===== src/sv/mma_pkg.sv =====
// ----------------------------------------------------------------------------
// mma_pkg
// shared types, codes and status decode for the midi message assembler
// ----------------------------------------------------------------------------
package mma_pkg;

  // request codes
  localparam logic REQ_RECV  = 1'b0;
  localparam logic REQ_CLEAR = 1'b1;

  // command kinds passed from front to back
  localparam logic CMD_RT    = 1'b0;   // one byte carried in the command
  localparam logic CMD_STORE = 1'b1;   // run of bytes read from the buffer

  // midi byte codes
  localparam logic [7:0] ST_NOTE_OFF  = 8'h80;
  localparam logic [7:0] ST_PROG      = 8'hC0;
  localparam logic [7:0] ST_PBEND     = 8'hE0;
  localparam logic [7:0] ST_SYSEX     = 8'hF0;
  localparam logic [7:0] ST_MTC       = 8'hF1;
  localparam logic [7:0] ST_SPP       = 8'hF2;
  localparam logic [7:0] ST_SONG_SEL  = 8'hF3;
  localparam logic [7:0] ST_ONE_FIRST = 8'hF4;
  localparam logic [7:0] ST_EOX       = 8'hF7;
  localparam logic [7:0] RT_FIRST     = 8'hF8;
  localparam logic [7:0] RT_RESET     = 8'hFF;

  typedef struct packed {
    logic       kind;
    logic [7:0] data;
  } mma_cmd_t;

  localparam int CMD_W = $bits(mma_cmd_t);

  // message length for any status other than sysex
  function automatic logic [1:0] msg_len(input logic [7:0] status);
    logic [1:0] len;
    if (status < ST_PROG && status >= ST_NOTE_OFF) len = 2'd3;
    else if (status < ST_PBEND && status >= ST_PROG) len = 2'd2;
    else if (status < ST_SYSEX && status >= ST_PBEND) len = 2'd3;
    else if (status == ST_MTC || status == ST_SONG_SEL) len = 2'd2;
    else if (status == ST_SPP) len = 2'd3;
    else len = 2'd1;
    return len;
  endfunction

endpackage


===== src/sv/midi_message_assembler.sv =====
// ----------------------------------------------------------------------------
// midi_message_assembler
// assembles a midi byte stream into complete messages with running status
// ----------------------------------------------------------------------------
// output: a realtime or one-byte message is registered into out_valid from the
//   command queue; a buffered message is read from the buffer byte by byte,
//   each byte taking a buffer read slot and then a load that waits on out_ready
// flow: in_ready drops while a buffered message drains and while the queue is
//   full; other requests are accepted while the queue has room
// reset: synchronous active-low rst_n clears count, sysex flag, queue and
//   output; buffer contents are not cleared and are never read before written
// ----------------------------------------------------------------------------
module midi_message_assembler import mma_pkg::*; #(
  parameter int MAX_MSG_BYTES = 32
) (
  input  logic       clk,
  input  logic       rst_n,
  // request channel
  input  logic       in_valid,
  output logic       in_ready,
  input  logic       in_req_type,
  input  logic [7:0] in_byte,
  // result channel
  output logic       out_valid,
  input  logic       out_ready,
  output logic [7:0] out_byte,
  output logic       out_last
);

  // count holds 0..MAX_MSG_BYTES, buffer index 0..MAX_MSG_BYTES-1
  localparam int CW = $clog2(MAX_MSG_BYTES + 1);
  localparam int AW = $clog2(MAX_MSG_BYTES);
  localparam int QW = CW + CMD_W;

  // front to queue
  logic          enq;
  mma_cmd_t      enq_cmd;
  logic [CW-1:0] enq_len;
  logic          q_full;
  // queue to back
  logic          q_pop, q_empty;
  logic [QW-1:0] q_data;
  mma_cmd_t      q_cmd;
  logic [CW-1:0] q_len;
  // buffer read port and drain handshake
  logic [AW-1:0] rd_addr;
  logic [7:0]    rd_data;
  logic          done;

  assign q_cmd = q_data[CMD_W-1:0];
  assign q_len = q_data[QW-1:CMD_W];

  // front: classifies each request, updates running status, writes buffer
  mma_front #(
    .MAX_MSG_BYTES (MAX_MSG_BYTES),
    .CW            (CW),
    .AW            (AW)
  ) u_front (
    .clk      (clk),
    .rst_n    (rst_n),
    .in_valid (in_valid),
    .in_ready (in_ready),
    .req_type (in_req_type),
    .in_data  (in_byte),
    .enq      (enq),
    .enq_cmd  (enq_cmd),
    .enq_len  (enq_len),
    .q_full   (q_full),
    .done     (done),
    .rd_addr  (rd_addr),
    .rd_data  (rd_data)
  );

  // short command queue so requests are still accepted while output stalls, until it fills
  mma_fifo #(
    .W (QW)
  ) u_fifo (
    .clk       (clk),
    .rst_n     (rst_n),
    .push      (enq),
    .push_data ({enq_len, enq_cmd}),
    .full      (q_full),
    .pop       (q_pop),
    .pop_data  (q_data),
    .empty     (q_empty)
  );

  // back: emits realtime bytes directly, drains buffered messages byte by byte
  mma_back #(
    .CW (CW),
    .AW (AW)
  ) u_back (
    .clk       (clk),
    .rst_n     (rst_n),
    .q_empty   (q_empty),
    .q_cmd     (q_cmd),
    .q_len     (q_len),
    .q_pop     (q_pop),
    .rd_addr   (rd_addr),
    .rd_data   (rd_data),
    .done      (done),
    .out_valid (out_valid),
    .out_ready (out_ready),
    .out_byte  (out_byte),
    .out_last  (out_last)
  );

endmodule


===== src/sv/mma_fifo.sv =====
// ----------------------------------------------------------------------------
// mma_fifo
// two-entry command queue between front and back
// ----------------------------------------------------------------------------
module mma_fifo #(
  parameter int W = 8
) (
  input  logic         clk,
  input  logic         rst_n,
  input  logic         push,
  input  logic [W-1:0] push_data,
  output logic         full,
  input  logic         pop,
  output logic [W-1:0] pop_data,
  output logic         empty
);

  logic [W-1:0] mem_r [2];
  logic         wptr_r, wptr_nxt;
  logic         rptr_r, rptr_nxt;
  logic [1:0]   cnt_r, cnt_nxt;
  logic         do_push, do_pop;

  assign full     = (cnt_r == 2'd2);
  assign empty    = (cnt_r == 2'd0);
  assign pop_data = mem_r[rptr_r];
  assign do_push  = push && !full;
  assign do_pop   = pop && !empty;

  always_comb begin
    wptr_nxt = wptr_r ^ do_push;
    rptr_nxt = rptr_r ^ do_pop;
    cnt_nxt  = cnt_r + {1'b0, do_push} - {1'b0, do_pop};
  end

  always_ff @(posedge clk) begin
    if (!rst_n) begin
      wptr_r <= 1'b0;
      rptr_r <= 1'b0;
      cnt_r  <= 2'd0;
    end else begin
      wptr_r <= wptr_nxt;
      rptr_r <= rptr_nxt;
      cnt_r  <= cnt_nxt;
    end
  end

  always_ff @(posedge clk) begin
    if (do_push) mem_r[wptr_r] <= push_data;
  end

endmodule


===== src/sv/mma_front.sv =====
// ----------------------------------------------------------------------------
// mma_front
// accepts requests, tracks running status and sysex, owns the message buffer
// ----------------------------------------------------------------------------
module mma_front import mma_pkg::*; #(
  parameter int MAX_MSG_BYTES = 32,
  parameter int CW = 6,
  parameter int AW = 5
) (
  input  logic            clk,
  input  logic            rst_n,
  input  logic            in_valid,
  output logic            in_ready,
  input  logic            req_type,
  input  logic [7:0]      in_data,
  output logic            enq,
  output mma_cmd_t        enq_cmd,
  output logic [CW-1:0]   enq_len,
  input  logic            q_full,
  input  logic            done,
  input  logic [AW-1:0]   rd_addr,
  output logic [7:0]      rd_data
);

  localparam logic [CW-1:0] MAX_C = CW'(MAX_MSG_BYTES);
  localparam logic [CW-1:0] ONE_C = CW'(1);

  logic [7:0]    mem_r [MAX_MSG_BYTES];
  logic [7:0]    rd_data_r;
  logic [CW-1:0] count_r, count_nxt;
  logic          sysex_r, sysex_nxt;
  logic [7:0]    status_r, status_nxt;
  logic          busy_r, busy_nxt;
  logic          accept, store_full, eff_f0, need_emit;
  logic [CW-1:0] push_cnt;
  logic          wr_en;
  logic [AW-1:0] wr_addr;

  assign in_ready   = !busy_r && !q_full;
  assign accept     = in_valid && in_ready;
  assign store_full = (count_r == MAX_C);
  assign push_cnt   = store_full ? count_r : count_r + ONE_C;
  assign eff_f0     = sysex_r || (status_r == ST_SYSEX);
  assign need_emit  = eff_f0 ? (push_cnt == MAX_C) : (push_cnt >= CW'(msg_len(status_r)));
  assign rd_data    = rd_data_r;

  always_comb begin
    count_nxt  = count_r;
    sysex_nxt  = sysex_r;
    status_nxt = status_r;
    wr_en      = 1'b0;
    wr_addr    = count_r[AW-1:0];
    enq        = 1'b0;
    enq_cmd    = '{kind: CMD_RT, data: in_data};
    enq_len    = push_cnt;
    if (accept) begin
      if (req_type == REQ_CLEAR) begin
        count_nxt = '0;
        sysex_nxt = 1'b0;
      end else if (in_data[7]) begin
        if (in_data == ST_EOX) begin
          if (sysex_r) begin
            wr_en        = !store_full;
            enq          = 1'b1;
            enq_cmd.kind = CMD_STORE;
          end
          count_nxt = '0;
          sysex_nxt = 1'b0;
        end else if (in_data >= RT_FIRST) begin
          enq = 1'b1;
          if (in_data == RT_RESET) count_nxt = '0;
        end else if (in_data >= ST_ONE_FIRST) begin
          // one-byte system common: out at once, nothing kept
          enq       = 1'b1;
          count_nxt = '0;
          sysex_nxt = 1'b0;
        end else begin
          wr_en      = 1'b1;
          wr_addr    = '0;
          status_nxt = in_data;
          count_nxt  = ONE_C;
          sysex_nxt  = (in_data == ST_SYSEX);
        end
      end else if (count_r != '0 || sysex_r) begin
        wr_en     = !store_full;
        count_nxt = push_cnt;
        if (need_emit) begin
          enq          = 1'b1;
          enq_cmd.kind = CMD_STORE;
          count_nxt    = (eff_f0 || status_r >= ST_SYSEX) ? '0 : ONE_C;
        end
      end
    end
  end

  always_comb begin
    busy_nxt = busy_r;
    if (done) busy_nxt = 1'b0;
    if (enq && enq_cmd.kind == CMD_STORE) busy_nxt = 1'b1;
  end

  always_ff @(posedge clk) begin
    if (!rst_n) begin
      count_r <= '0;
      sysex_r <= 1'b0;
      busy_r  <= 1'b0;
    end else begin
      count_r <= count_nxt;
      sysex_r <= sysex_nxt;
      busy_r  <= busy_nxt;
    end
  end

  always_ff @(posedge clk) begin
    status_r <= status_nxt;
  end

  always_ff @(posedge clk) begin
    if (wr_en) mem_r[wr_addr] <= in_data;
    rd_data_r <= mem_r[rd_addr];
  end

  a_no_accept_busy: assert property (@(posedge clk) disable iff (!rst_n)
    busy_r |-> !accept)
    else $error("request accepted while buffer drains");

  a_count_bound: assert property (@(posedge clk) disable iff (!rst_n)
    count_r < MAX_C)
    else $error("buffer count at rest reached chunk size");

  a_store_sets_busy: assert property (@(posedge clk) disable iff (!rst_n)
    enq && enq_cmd.kind == CMD_STORE |=> busy_r)
    else $error("buffer command queued without busy");

endmodule


===== src/sv/mma_back.sv =====
// ----------------------------------------------------------------------------
// mma_back
// pops commands and drives the result channel one byte at a time
// ----------------------------------------------------------------------------
module mma_back import mma_pkg::*; #(
  parameter int CW = 6,
  parameter int AW = 5
) (
  input  logic          clk,
  input  logic          rst_n,
  input  logic          q_empty,
  input  mma_cmd_t      q_cmd,
  input  logic [CW-1:0] q_len,
  output logic          q_pop,
  output logic [AW-1:0] rd_addr,
  input  logic [7:0]    rd_data,
  output logic          done,
  output logic          out_valid,
  input  logic          out_ready,
  output logic [7:0]    out_byte,
  output logic          out_last
);

  localparam logic [1:0] ST_IDLE = 2'd0;
  localparam logic [1:0] ST_RD   = 2'd1;
  localparam logic [1:0] ST_LD   = 2'd2;

  logic [1:0]    state_r, state_nxt;
  logic [AW-1:0] idx_r, idx_nxt;
  logic [CW-1:0] len_r, len_nxt;
  logic          ov_r, ov_nxt;
  logic [7:0]    ob_r, ob_nxt;
  logic          ol_r, ol_nxt;
  logic          slot_free, is_last, load;

  assign slot_free = !ov_r || out_ready;
  assign is_last   = (CW'(idx_r) + CW'(1)) == len_r;
  assign rd_addr   = idx_r;
  assign out_valid = ov_r;
  assign out_byte  = ob_r;
  assign out_last  = ol_r;

  always_comb begin
    state_nxt = state_r;
    idx_nxt   = idx_r;
    len_nxt   = len_r;
    ov_nxt    = ov_r && !out_ready;
    ob_nxt    = ob_r;
    ol_nxt    = ol_r;
    q_pop     = 1'b0;
    done      = 1'b0;
    load      = 1'b0;
    case (state_r)
      ST_IDLE: begin
        if (!q_empty) begin
          if (q_cmd.kind == CMD_STORE) begin
            q_pop     = 1'b1;
            idx_nxt   = '0;
            len_nxt   = q_len;
            state_nxt = ST_RD;
          end else if (slot_free) begin
            q_pop  = 1'b1;
            ov_nxt = 1'b1;
            ob_nxt = q_cmd.data;
            ol_nxt = 1'b1;
          end
        end
      end
      ST_RD: begin
        state_nxt = ST_LD;
      end
      ST_LD: begin
        if (slot_free) begin
          load   = 1'b1;
          ov_nxt = 1'b1;
          ob_nxt = rd_data;
          ol_nxt = is_last;
          if (is_last) begin
            done      = 1'b1;
            state_nxt = ST_IDLE;
          end else begin
            idx_nxt   = idx_r + AW'(1);
            state_nxt = ST_RD;
          end
        end
      end
      default: state_nxt = ST_IDLE;
    endcase
  end

  always_ff @(posedge clk) begin
    if (!rst_n) begin
      state_r <= ST_IDLE;
      ov_r    <= 1'b0;
    end else begin
      state_r <= state_nxt;
      ov_r    <= ov_nxt;
    end
  end

  always_ff @(posedge clk) begin
    idx_r <= idx_nxt;
    len_r <= len_nxt;
    ob_r  <= ob_nxt;
    ol_r  <= ol_nxt;
  end

  a_done_in_ld: assert property (@(posedge clk) disable iff (!rst_n)
    done |-> state_r == ST_LD && load)
    else $error("done outside of a byte load");

  a_rd_then_ld: assert property (@(posedge clk) disable iff (!rst_n)
    state_r == ST_RD |=> state_r == ST_LD)
    else $error("read slot not followed by load");

  a_ld_hold: assert property (@(posedge clk) disable iff (!rst_n)
    state_r == ST_LD && !load |=> state_r == ST_LD && $stable(idx_r))
    else $error("stalled load moved on");

endmodule

===== config.mk =====
export PLATFORM = sky130hd
export DESIGN_NAME = midi_message_assembler
export DESIGN_NICKNAME = d
export VERILOG_FILES = /design/src/sv/mma_pkg.sv /design/src/sv/midi_message_assembler.sv /design/src/sv/mma_fifo.sv /design/src/sv/mma_front.sv /design/src/sv/mma_back.sv
export SDC_FILE = /design/constraint.sdc
export NUM_CORES = 1
export LEC_CHECK = 0
export ABC_CLOCK_PERIOD_IN_PS = 6800
export BUFFER_PORTS_ARGS = -buffer_cell sky130_fd_sc_hd__buf_2
export CAP_MARGIN = 10
export CELL_PAD_IN_SITES_DETAIL_PLACEMENT = 0
export CELL_PAD_IN_SITES_GLOBAL_PLACEMENT = 1
export CORE_UTILIZATION = 56
export DETAILED_ROUTE_END_ITERATION = 8
export HOLD_SLACK_MARGIN = 0.02
export PLACE_DENSITY_LB_ADDON = 0.1
export SLEW_MARGIN = 20
export SYNTH_ARGS = -nofsm -noshare
export SYNTH_HDL_FRONTEND = slang
export SYNTH_HIERARCHICAL = 1
export SYNTH_SLANG_ARGS = --single-unit

===== constraint.sdc =====
create_clock -name clk -period 6.8 [get_ports clk]
set_input_delay 1.36 -clock clk [delete_from_list [all_inputs] [get_ports clk]]
set_output_delay 1.36 -clock clk [all_outputs]
set_load 0.02 [all_outputs]

# Word level (Yosys, flattened, before mapping)
# Memory sizes are Yosys's and may differ from the RTL's. A register that Yosys moved wholly into a read port is not among the register bits.
# Index checks and enable logic that the tools add are counted.
# W data, S select, Z words.
[word_totals]
regBits = 42
latchBits = 0
ram_bits = 286
mem_bits_ro = 0
in_bits = 13
output_inout_bits = 11
wordCells = 178
mem_count = 2
[op_classes]
addsub = 5
n_mul = 0
n_div = 0
n_lt_le_gt_ge = 10
eq_ne = 21
shifts = 0
muxes = 86
n_bitwise = 7
n_reduce_logical = 34
[memory_table]
columns = ["name", "depth", "width", "rd", "rd_clocked_by_memory_dff", "write_ports", "line", "text"]
rows = [
  ["u_front.mem_r", 32, 8, 1, 1, 1, "mma_front.sv:28", "logic [7:0] mem_r [MAX_MSG_BYTES];"],
  ["u_fifo.mem_r", 2, 15, 1, 1, 1, "mma_fifo.sv:18", "logic [W-1:0] mem_r [2];"],
]
[ops]
columns = ["op", "count"]
rows = [
  ["$mux W1", 51],
  ["$mux W5", 10],
  ["$ge A8 B8 Y1 const B", 6],
  ["$mux W6", 8],
  ["$mux W8", 4],
  ["$eq A7 B7 Y1 const B", 4],
  ["$eq A8 B8 Y1 const B", 3],
  ["$lt A8 B8 Y1 const B", 3],
  ["$mux W2", 8],
  ["$pmux W8 S2", 1],
  ["$eq A6 B6 Y1 const B", 2],
  ["$reduce_and A3 Y1", 4],
  ["$pmux W5 S2", 1],
  ["$reduce_and A5 Y1", 2],
  ["$logic_and A1 B1 Y1", 9],
  ["$ne A2 B2 Y1 const B", 4],
  ["$add A5 B1 Y6 const B", 1],
  ["$add A6 B1 Y6 const B", 1],
  ["$eq A6 B6 Y1", 1],
  ["$ge A6 B2 Y1", 1],
  ["$logic_not A1 Y1", 6],
  ["$pmux W2 S3", 1],
  ["$reduce_and A6 Y1", 1],
  ["$reduce_bool A2 Y1", 3],
  ["other kinds (15)", 28],
]

# Longest topological paths before layout
# Gate-level depths: netlist (run 1).
[logic_depth]
ltp_word = 16
ltp_mapped = 19
depth_no_buf = 18

# Modules after synthesis
# Netlist (run 1), hierarchy kept.
[modules_own_cells]
columns = ["mod", "instances", "cells_each", "area_per_inst_um2", "seq_area_each_um2"]
rows = [
  ["mma_front", 1, 550, 11180.7, 8217.9],
  ["mma_fifo", 1, 72, 1390.1, 1001.0],
  ["mma_back", 1, 94, 1088.5, 660.6],
]

# Worst setup path before layout (run 1)
# No wires, ideal clock.
[synth_timing]
kind = "input to register"
from = "in in_valid"
to = "mem u_front.mem_r[4][0], in the netlist u_front/mem_r[2][0] (enable)"
setup_ns = 0.383
t_arrival_ns = 2.990
required_ns = 6.417
setup_slack_ns = 3.427
stages = 5
n_path_buf = 0
cell_sequence = "or3b_2 > nor2_1 > o221a_2 > nand3_1 > nor3_1"
[synth_between]
elab_chain_len = 4
elab_cells_between_ends = 5
classes_between = "mux: 4; reduce/logical: 1"
[synth_rtl]
columns = ["element", "line", "text"]
rows = [
  ["start: declaration", "midi_message_assembler.sv:19", "input logic in_valid,"],
  ["$logic_and A1 B1 Y1 *", "mma_front.sv:40", "assign accept = in_valid && in_ready;"],
  ["$mux W1", "mma_front.sv:56", "if (accept) begin"],
  ["$mux W1", "mma_front.sv:119", "if (wr_en) mem_r[wr_addr] <= in_data;"],
  ["$mux W1 (implied by the code)", "mma_front.sv:119", ""],
  ["end: declaration", "mma_front.sv:28", ""],
]
# Every way passes the cells marked *; elsewhere a longest branch is shown, timed or not.

# Final worst setup path (run 1)
[layout_timing]
from = "reg u_front.count_r[0]"
to = "mem u_fifo/mem_r[0][5] (netlist bit) (enable)"
[layout_between]
elab_chain_len = 12
elab_cells_between_ends = 16
classes_between = "add/sub: 1; order compare: 1; eq/ne: 2; mux: 9; reduce/logical: 3"
[layout_rtl]
columns = ["element", "line", "text"]
rows = [
  ["start: declaration", "mma_front.sv:30", "logic [CW-1:0] count_r, count_nxt;"],
  ["start signal: assignment", "mma_front.sv:108", "count_r <= count_nxt;"],
  ["$add A6 B1 Y6 or $eq A6 B6 Y1 (tied branches)", "mma_front.sv:42, mma_front.sv:41", ""],
  ["$mux W6 *", "mma_front.sv:42", "assign push_cnt = store_full ? count_r : count_r + ONE_C;"],
  ["named net enq_len[0]", "midi_message_assembler.sv:38", "logic [CW-1:0] enq_len;"],
  ["$ge A6 B2 Y1 or $eq A6 B6 Y1 (tied branches)", "mma_front.sv:44", "assign need_emit = eff_f0 ? (push_cnt == MAX_C) : (push_cnt >= CW'(msg_len(status_r)));"],
  ["$mux W1 *", "mma_front.sv:44", ""],
  ["$mux W1 *", "mma_front.sv:87", "if (need_emit) begin"],
  ["$mux W1 *", "mma_front.sv:84", "end else if (count_r != '0 || sysex_r) begin"],
  ["$mux W1 *", "mma_front.sv:60", "end else if (in_data[7]) begin"],
  ["$mux W1 *", "mma_front.sv:57", "if (req_type == REQ_CLEAR) begin"],
  ["$mux W1 *", "mma_front.sv:56", ""],
  ["named net enq", "midi_message_assembler.sv:36", "logic enq;"],
  ["$logic_and A1 B1 Y1 *", "mma_fifo.sv:27", "assign do_push = push && !full;"],
  ["$mux W1 *", "mma_fifo.sv:49", "if (do_push) mem_r[wptr_r] <= push_data;"],
  ["$mux W1 (implied by the code) *", "mma_fifo.sv:49", ""],
  ["end: declaration", "mma_fifo.sv:18", ""],
]
# Mark *: on every way through the listed nets, which the timed path passes. The rest lies on a longest branch.

==> impl_metrics.json, run 1 <==
{
  "routed_wl_mm": 28.1,
  "yosysSeqAreaShare_pct": 72.3,
  "grt_setup_unrepaired": "no",
  "grt_pass1_vias": 6794,
  "port_buffers": 23,
  "track_usage_pct": 24.2,
  "max_freq_mhz": 235,
  "required_ps": 6930,
  "ir_drop_mv": 0.206,
  "synth_nets": 738,
  "worstSetupStartpointType": "flop",
  "critPathBufInv": 3,
  "root_buffer": "clkbuf_16",
  "place_inst": 1028,
  "hold_class": "reg2reg",
  "arrival_ps": 4390,
  "relSlewSlack_pct": 32.2,
  "post_cts_resized": 0,
  "setup-tns-final_ps": 0,
  "avgSynthCellArea_um2": 19.1,
  "cpPeakStageDelay_ps": 650,
  "cts_buffers": 35,
  "ios": 24,
  "clk_latency_ps": 500,
  "setup_viol": 0,
  "critPathSlowestCell": "ha_1",
  "dr_total_vias": 6622,
  "antenna_found_initial": 0,
  "drive_gt1_share_pct": 24.6,
  "r2r_setup_slack_ps": 2540,
  "cts_hold_buffers": 0,
  "synth_async_sr_flop_share_pct": 0,
  "ctsHtreeMaxLevel": 2,
  "postLayoutCellArea_mm2": 0.0151,
  "dpl_cell_area_mm2": 0.0140,
  "ys_ff_latch": 337,
  "num_rows": 56,
  "grt_max_degree": 67,
  "cp-startpoint": "u_front/count_r[0]",
  "antenna_cells": 0,
  "clkSinkCount": 337,
  "drc": 0,
  "post-dp-hpwl_mm": 18.1,
  "place_congestion": 0.879,
  "status": "finished, final reports clean",
  "fp.dieW_um": 158,
  "area_delta_synth_final_pct": 10.5,
  "cts_setup_buffers": 0,
  "start_util_pct": 57.7,
  "core_area_mm2": 0.0237,
  "fin_crit_sh_pct": 62.7,
  "synth.distinct_cells": 58,
  "r2r_start": "u_front/count_r[0]",
  "syn_area_mm2": 0.0137,
  "grt_overflow_total": 0,
  "synthCells": 716,
  "period_minus_slack_ps": 4260,
  "first_pass_iters": 5,
  "fin_worst_skew_ps": 13.7,
  "synth_edf_count": 313,
  "cp_max_fo": 15,
  "cts_buffer_depth": 3,
  "die-area_mm2": 0.0250,
  "leakagePower_uw": 0.00491,
  "synth-main-ff-cell": "edfxtp_1",
  "hold_violations": 0,
  "n_fill_cell": 1663,
  "die_h_um": 158,
  "clk_pin_slew_ps": 60,
  "maxCapViolCount": 0,
  "cp_top_family": "adder cells",
  "tightestPinTransition_ps": 1020,
  "crit_path_end_kind": "flop",
  "cts_tree": "done",
  "yosys_warnings": 6,
  "avgRoutedWirePerCell_um": 25.8,
  "cp_cell_sequence": "inv_1 > ha_1 > nand4bb_4 > nor2_1 > xnor2_1 > inv_1 > ha_1 > inv_1 > a21boi_0 > o41ai_4 > o21ai_2 > o2bb2ai_1 > and2_1 > ha_1",
  "detail-route-antenna-nets": 0,
  "worstSetupPathType": "reg2reg",
  "grt_pass1_wl_mm": 42.5,
  "vias_per_cell": 6.07,
  "fin_nets": 768,
  "fin_cells": 1091,
  "p_per_area_mw_per_mm2": 275,
  "slew_viol_final": 0,
  "hp-start": "u_fifo/rptr_r",
  "first_iter_violations": 580
}
-- worst paths after layout --
check | to | cells after the start
setup reg to reg | u_fifo/mem_r[0][5] | 14
hold / removal | u_fifo/rptr_r | 2
setup / recovery | u_fifo/mem_r[0][5] | 14
hold reg to reg | u_fifo/rptr_r | 2
-- Yosys cell counts, drive strengths merged (3+ instances only) --
cell / instances / share of area, %
xor2: 4 / 0.26
and2: 5 / 0.23
inv: 13 / 0.36
nand2: 37 / 1.0
nor3b: 3 / 0.16
a21oi: 4 / 0.17
nor3: 11 / 0.44
xnor2: 9 / 0.58
buf: 30 / 1.4
nor2b: 11 / 0.52
and3: 3 / 0.14
clkbuf: 7 / 0.19
mux4: 80 / 13
ha: 9 / 0.82
nand3: 17 / 0.62
nor2: 57 / 1.6
o21ai: 6 / 0.25
edfxtp: 313 / 69
a21boi: 3 / 0.16
mux2: 23 / 2.2
o21a: 3 / 0.16
o2bb2ai: 4 / 0.26
nand4: 6 / 0.27
dfxtp: 24 / 3.5
mux2i: 4 / 0.29
-- layer usage --
metal  global-route usage (%)  share of wire (%)  vias to the layer above
li1                         -                  -                     2926
met1                     34.9                 44                     3428
met2                     38.8                 49                      233
met3                     3.91                5.5                       35
met4                     6.55                1.9                        0
met5                        0                  0                        -
-- logic make-up after synthesis --
| group | share of synthesized area (%) |
|---|---|
| buffers and inverters | 1.95 |
| DFF | 72.3 |
| AOI/OAI and AO/OA | 2.14 |
| adders and majority gates | 0.824 |
| xor gates and xnor gates | 1.34 |
| and+or+nand+nor | 5.76 |
| muxes | 15.7 |
-- through the flow --
stage / utilization, % / hold slack [ps] / worst slack [ps] / total power, µW
after global routing: 63.7 / 500 / 2260 / 4270
final: 63.7 / 486 / 2540 / 4140
after floorplan: - / 452 / 3430 / 2370
after detailed placement: 59.2 / 473 / 2120 / 2420
after CTS: 63.7 / 486 / 2550 / 4180
after global placement: 59.2 / 461 / 2250 / 2420
-- report_power, final --
group	total [µW]	switching (µW)	internal [µW]
combinational	103	70.6	32.5
clock	1770	723	1040
sequential	2280	5.41	2270
total	4140	799	3340
-- registers in the layout (all words and copies together), names as in the netlist, named ones only --
signal and flops:
u_fifo/rptr_r 1, u_front/count_r 6, u_back/out_valid 1, u_front/rd_data 8, u_fifo/cnt_r 2, u_front/status_r 7, u_fifo/wptr_r 1, u_back/out_last 1
u_front/mem_r 256, u_back/out_byte 8, u_front/sysex_r 1, u_front/busy_r 1, u_fifo/mem_r 30, u_back/state_r 2, u_back/len_r 6, u_back/rd_addr 5
-- tightest hold or removal path, delay by kind of cell (launching register included) --
family | cells | cell delay, ps
flops | 1 | 300
mux | 1 | 60
simple gates | 1 | 70
-- cells in the final DEF, fill, tap and decap left out, drive strengths merged, types with 5 or more instances in the layout --
| cell type | synthesis | final |
|---|---|---|
| edfxtp | 313 | 313 |
| mux4 | 80 | 80 |
| nor2 | 57 | 57 |
| clkbuf | 7 | 48 |
| nand2 | 37 | 37 |
| buf | 30 | 30 |
| dfxtp | 24 | 24 |
| mux2 | 23 | 23 |
| nand3 | 17 | 17 |
| inv | 13 | 13 |
| clkinv | 0 | 13 |
| nor2b | 11 | 11 |
| nor3 | 11 | 11 |
| xnor2 | 9 | 9 |
| ha | 9 | 9 |
| nand4 | 6 | 6 |
| o21ai | 6 | 6 |
| and2 | 5 | 5 |
-- final cells by class --
class	count	area, µm²	share of cell area, %
Timing Repair Buffer	30	168	1.11
Inverter	13	48.8	0.323
Clock inverter	15	95.1	0.630
Tap cell	319	399	2.64
Multi-Input combinational cell	329	3530	23.4
Clock buffer	48	977	6.47
Sequential cell	337	9880	65.4
No activity file was read; power rests on OpenSTA's default activity.
==> run 2, diff against run 1 <==
- ABC_CLOCK_PERIOD_IN_PS: 6800 -> 3700
- CORE_UTILIZATION: 56 -> 49
- clock period: 6.8 -> 3.7 ns (I/O delays scaled with it)
==> impl_metrics.json, run 2 (synthesis gave the netlist of run 1 again) <==
{
  "post_cts_resized": 0,
  "fp.dieW_um": 169,
  "crit_end": "u_fifo/mem_r[1][11]",
  "max_freq_mhz": 300,
  "grt_pass1_vias": 7021,
  "maxCapViolCount": 0,
  "area_delta_synth_final_pct": 14.5,
  "antenna_found_initial": 0,
  "setup_viol": 0,
  "hold_ws_ps": 494,
  "fin_nets": 820,
  "hold_class": "reg2reg",
  "grt_setup_unrepaired": "no",
  "final_common_cell": "edfxtp_1",
  "arrival_ps": 3500,
  "status": "finished, final reports clean",
  "crit_path_end_kind": "flop",
  "num_rows": 60,
  "largestRegisters": "u_front/mem_r: 256 flops, u_fifo/mem_r: 30 flops",
  "cts_hold_buffers": 0,
  "relSlewSlack_pct": 48.1,
  "die_h_um": 169,
  "ios": 24,
  "avgRoutedWirePerCell_um": 24.0,
  "period_minus_slack_ps": 3330,
  "cp_max_fo": 15,
  "place_congestion": 0.813,
  "drc": 0,
  "root_buffer": "clkbuf_16",
  "detail-route-antenna-nets": 0,
  "ir_drop_mv": 0.391,
  "tightestPinTransition_ps": 777,
  "drive_gt1_share_pct": 30.1,
  "clk_latency_ps": 510,
  "grt_pass1_wl_mm": 43.0,
  "final_cell_mix": "edfxtp_1, mux4_2, nor2_1",
  "setup-tns-final_ps": 0,
  "dr_total_vias": 6778,
  "slew_viol_final": 0,
  "cts_buffer_depth": 3,
  "postLayoutCellArea_mm2": 0.0156,
  "start_util_pct": 50.3,
  "first_iter_violations": 644,
  "p_per_area_mw_per_mm2": 500,
  "worstSetupPathType": "reg2reg",
  "r2r_setup_slack_ps": 370,
  "reg2reg_to": "u_fifo/mem_r[1][11]",
  "die-area_mm2": 0.0285,
  "worstSetupStartpointType": "flop",
  "ctsHtreeMaxLevel": 2,
  "hold_violations": 0,
  "grt_overflow_total": 0,
  "track_usage_pct": 21.0,
  "clk_pin_slew_ps": 60,
  "cts_setup_buffers": 0,
  "cts_buffers": 36,
  "leakagePower_uw": 0.00523,
  "cp-startpoint": "u_front/count_r[0]",
  "routed_wl_mm": 28.7,
  "dpl_cell_area_mm2": 0.0145,
  "r2r_cells": 14,
  "post-dp-hpwl_mm": 18.9,
  "required_ps": 3870,
  "clkSinkCount": 337,
  "cts_tree": "done",
  "largest_register_ffs": 256,
  "first_pass_iters": 5,
  "max_flop_register": "u_front/mem_r",
  "vias_per_cell": 5.67,
  "grt_max_degree": 66,
  "r2r_start": "u_front/count_r[0]",
  "core_area_mm2": 0.0272,
  "antenna_cells": 0,
  "fin_worst_skew_ps": 10.8,
  "fin_crit_sh_pct": 90.0,
  "port_buffers": 23
}
[run 2: changes by cell type in the layout (fill, tap and decap cells not counted), moves of 2 or more]
cell / delta
buf_4: +48
ha_1: -2
clkinv_1: -3
nor3_2: -3
ha_2: +2
buf_12: +3
clkbuf_1: -5
clkbuf_16: +2
nor3_1: +3
inv_6: +3
[run 2: per-layer routing]
| layer | track usage, % | up-vias | part of all wire (%) |
|---|---|---|---|
| met4 | 5.81 | 0 | 1.9 |
| met2 | 34.0 | 201 | 49 |
| li1 | - | 3019 | - |
| met1 | 30.1 | 3514 | 44 |
| met5 | 0 | - | 0 |
| met3 | 3.06 | 44 | 5.1 |
[run 2: through the flow]
| step | utilization, % | worst slack (ps) | power, µW | std cells |
|---|---|---|---|---|
| after floorplan | - | 396 | 4360 | 716 |
| after global placement | 53.3 | 310 | 4460 | 1132 |
| after detailed placement | 53.3 | 198 | 4470 | 1132 |
| after CTS | 57.5 | 182 | 7900 | 1195 |
| after global routing | 57.6 | 154 | 8040 | 1195 |
| final | 57.6 | 371 | 7820 | 1195 |
[run 2: layout make-up]
| type | instances | area (µm²) |
|---|---|---|
| fillers | 2098 | 11500 |
| flip-flops and latches | 337 | 9880 |
| multi-input cells | 329 | 3520 |
| clock buffers | 46 | 1020 |
| repair buffers | 81 | 588 |
| well taps | 372 | 465 |
| clock inverters | 17 | 120 |
| inverters | 13 | 48.8 |
[run 2: worst min path at each step]
stage / startpoint / end / slack, ps / cells past startpoint
after global placement: u_fifo/rptr_r / u_fifo/rptr_r / 460 / 2
after detailed placement: u_front/rd_data[5] / u_back/out_byte[5] / 480 / 2
after CTS: u_front/rd_data[5] / u_back/out_byte[5] / 500 / 2
after global routing: u_front/rd_data[5] / u_back/out_byte[5] / 520 / 2
after floorplan: u_fifo/rptr_r / flop / 450 / 2
final: u_front/rd_data[5] / u_back/out_byte[5] / 490 / 2
[run 2: worst max-delay path: stages (launching register included)]
cell and delay [ps]:
dfxtp_1 310, inv_1 130, ha_1 240, nand4bb_4 130, nor2_1 190, xnor2_1 160
inv_1 80, ha_1 280, inv_1 30, a21boi_0 360, o41ai_4 120, o21ai_2 140
o2bb2ai_1 180, and2_1 190, ha_2 430
[run 2: power by group]
| group | total (µW) | internal (µW) | switching, µW |
|---|---|---|---|
| sequential | 4180 | 4170 | 7.35 |
| combinational | 209 | 71.8 | 137 |
| clock | 3440 | 2030 | 1410 |
| total | 7820 | 6270 | 1550 |
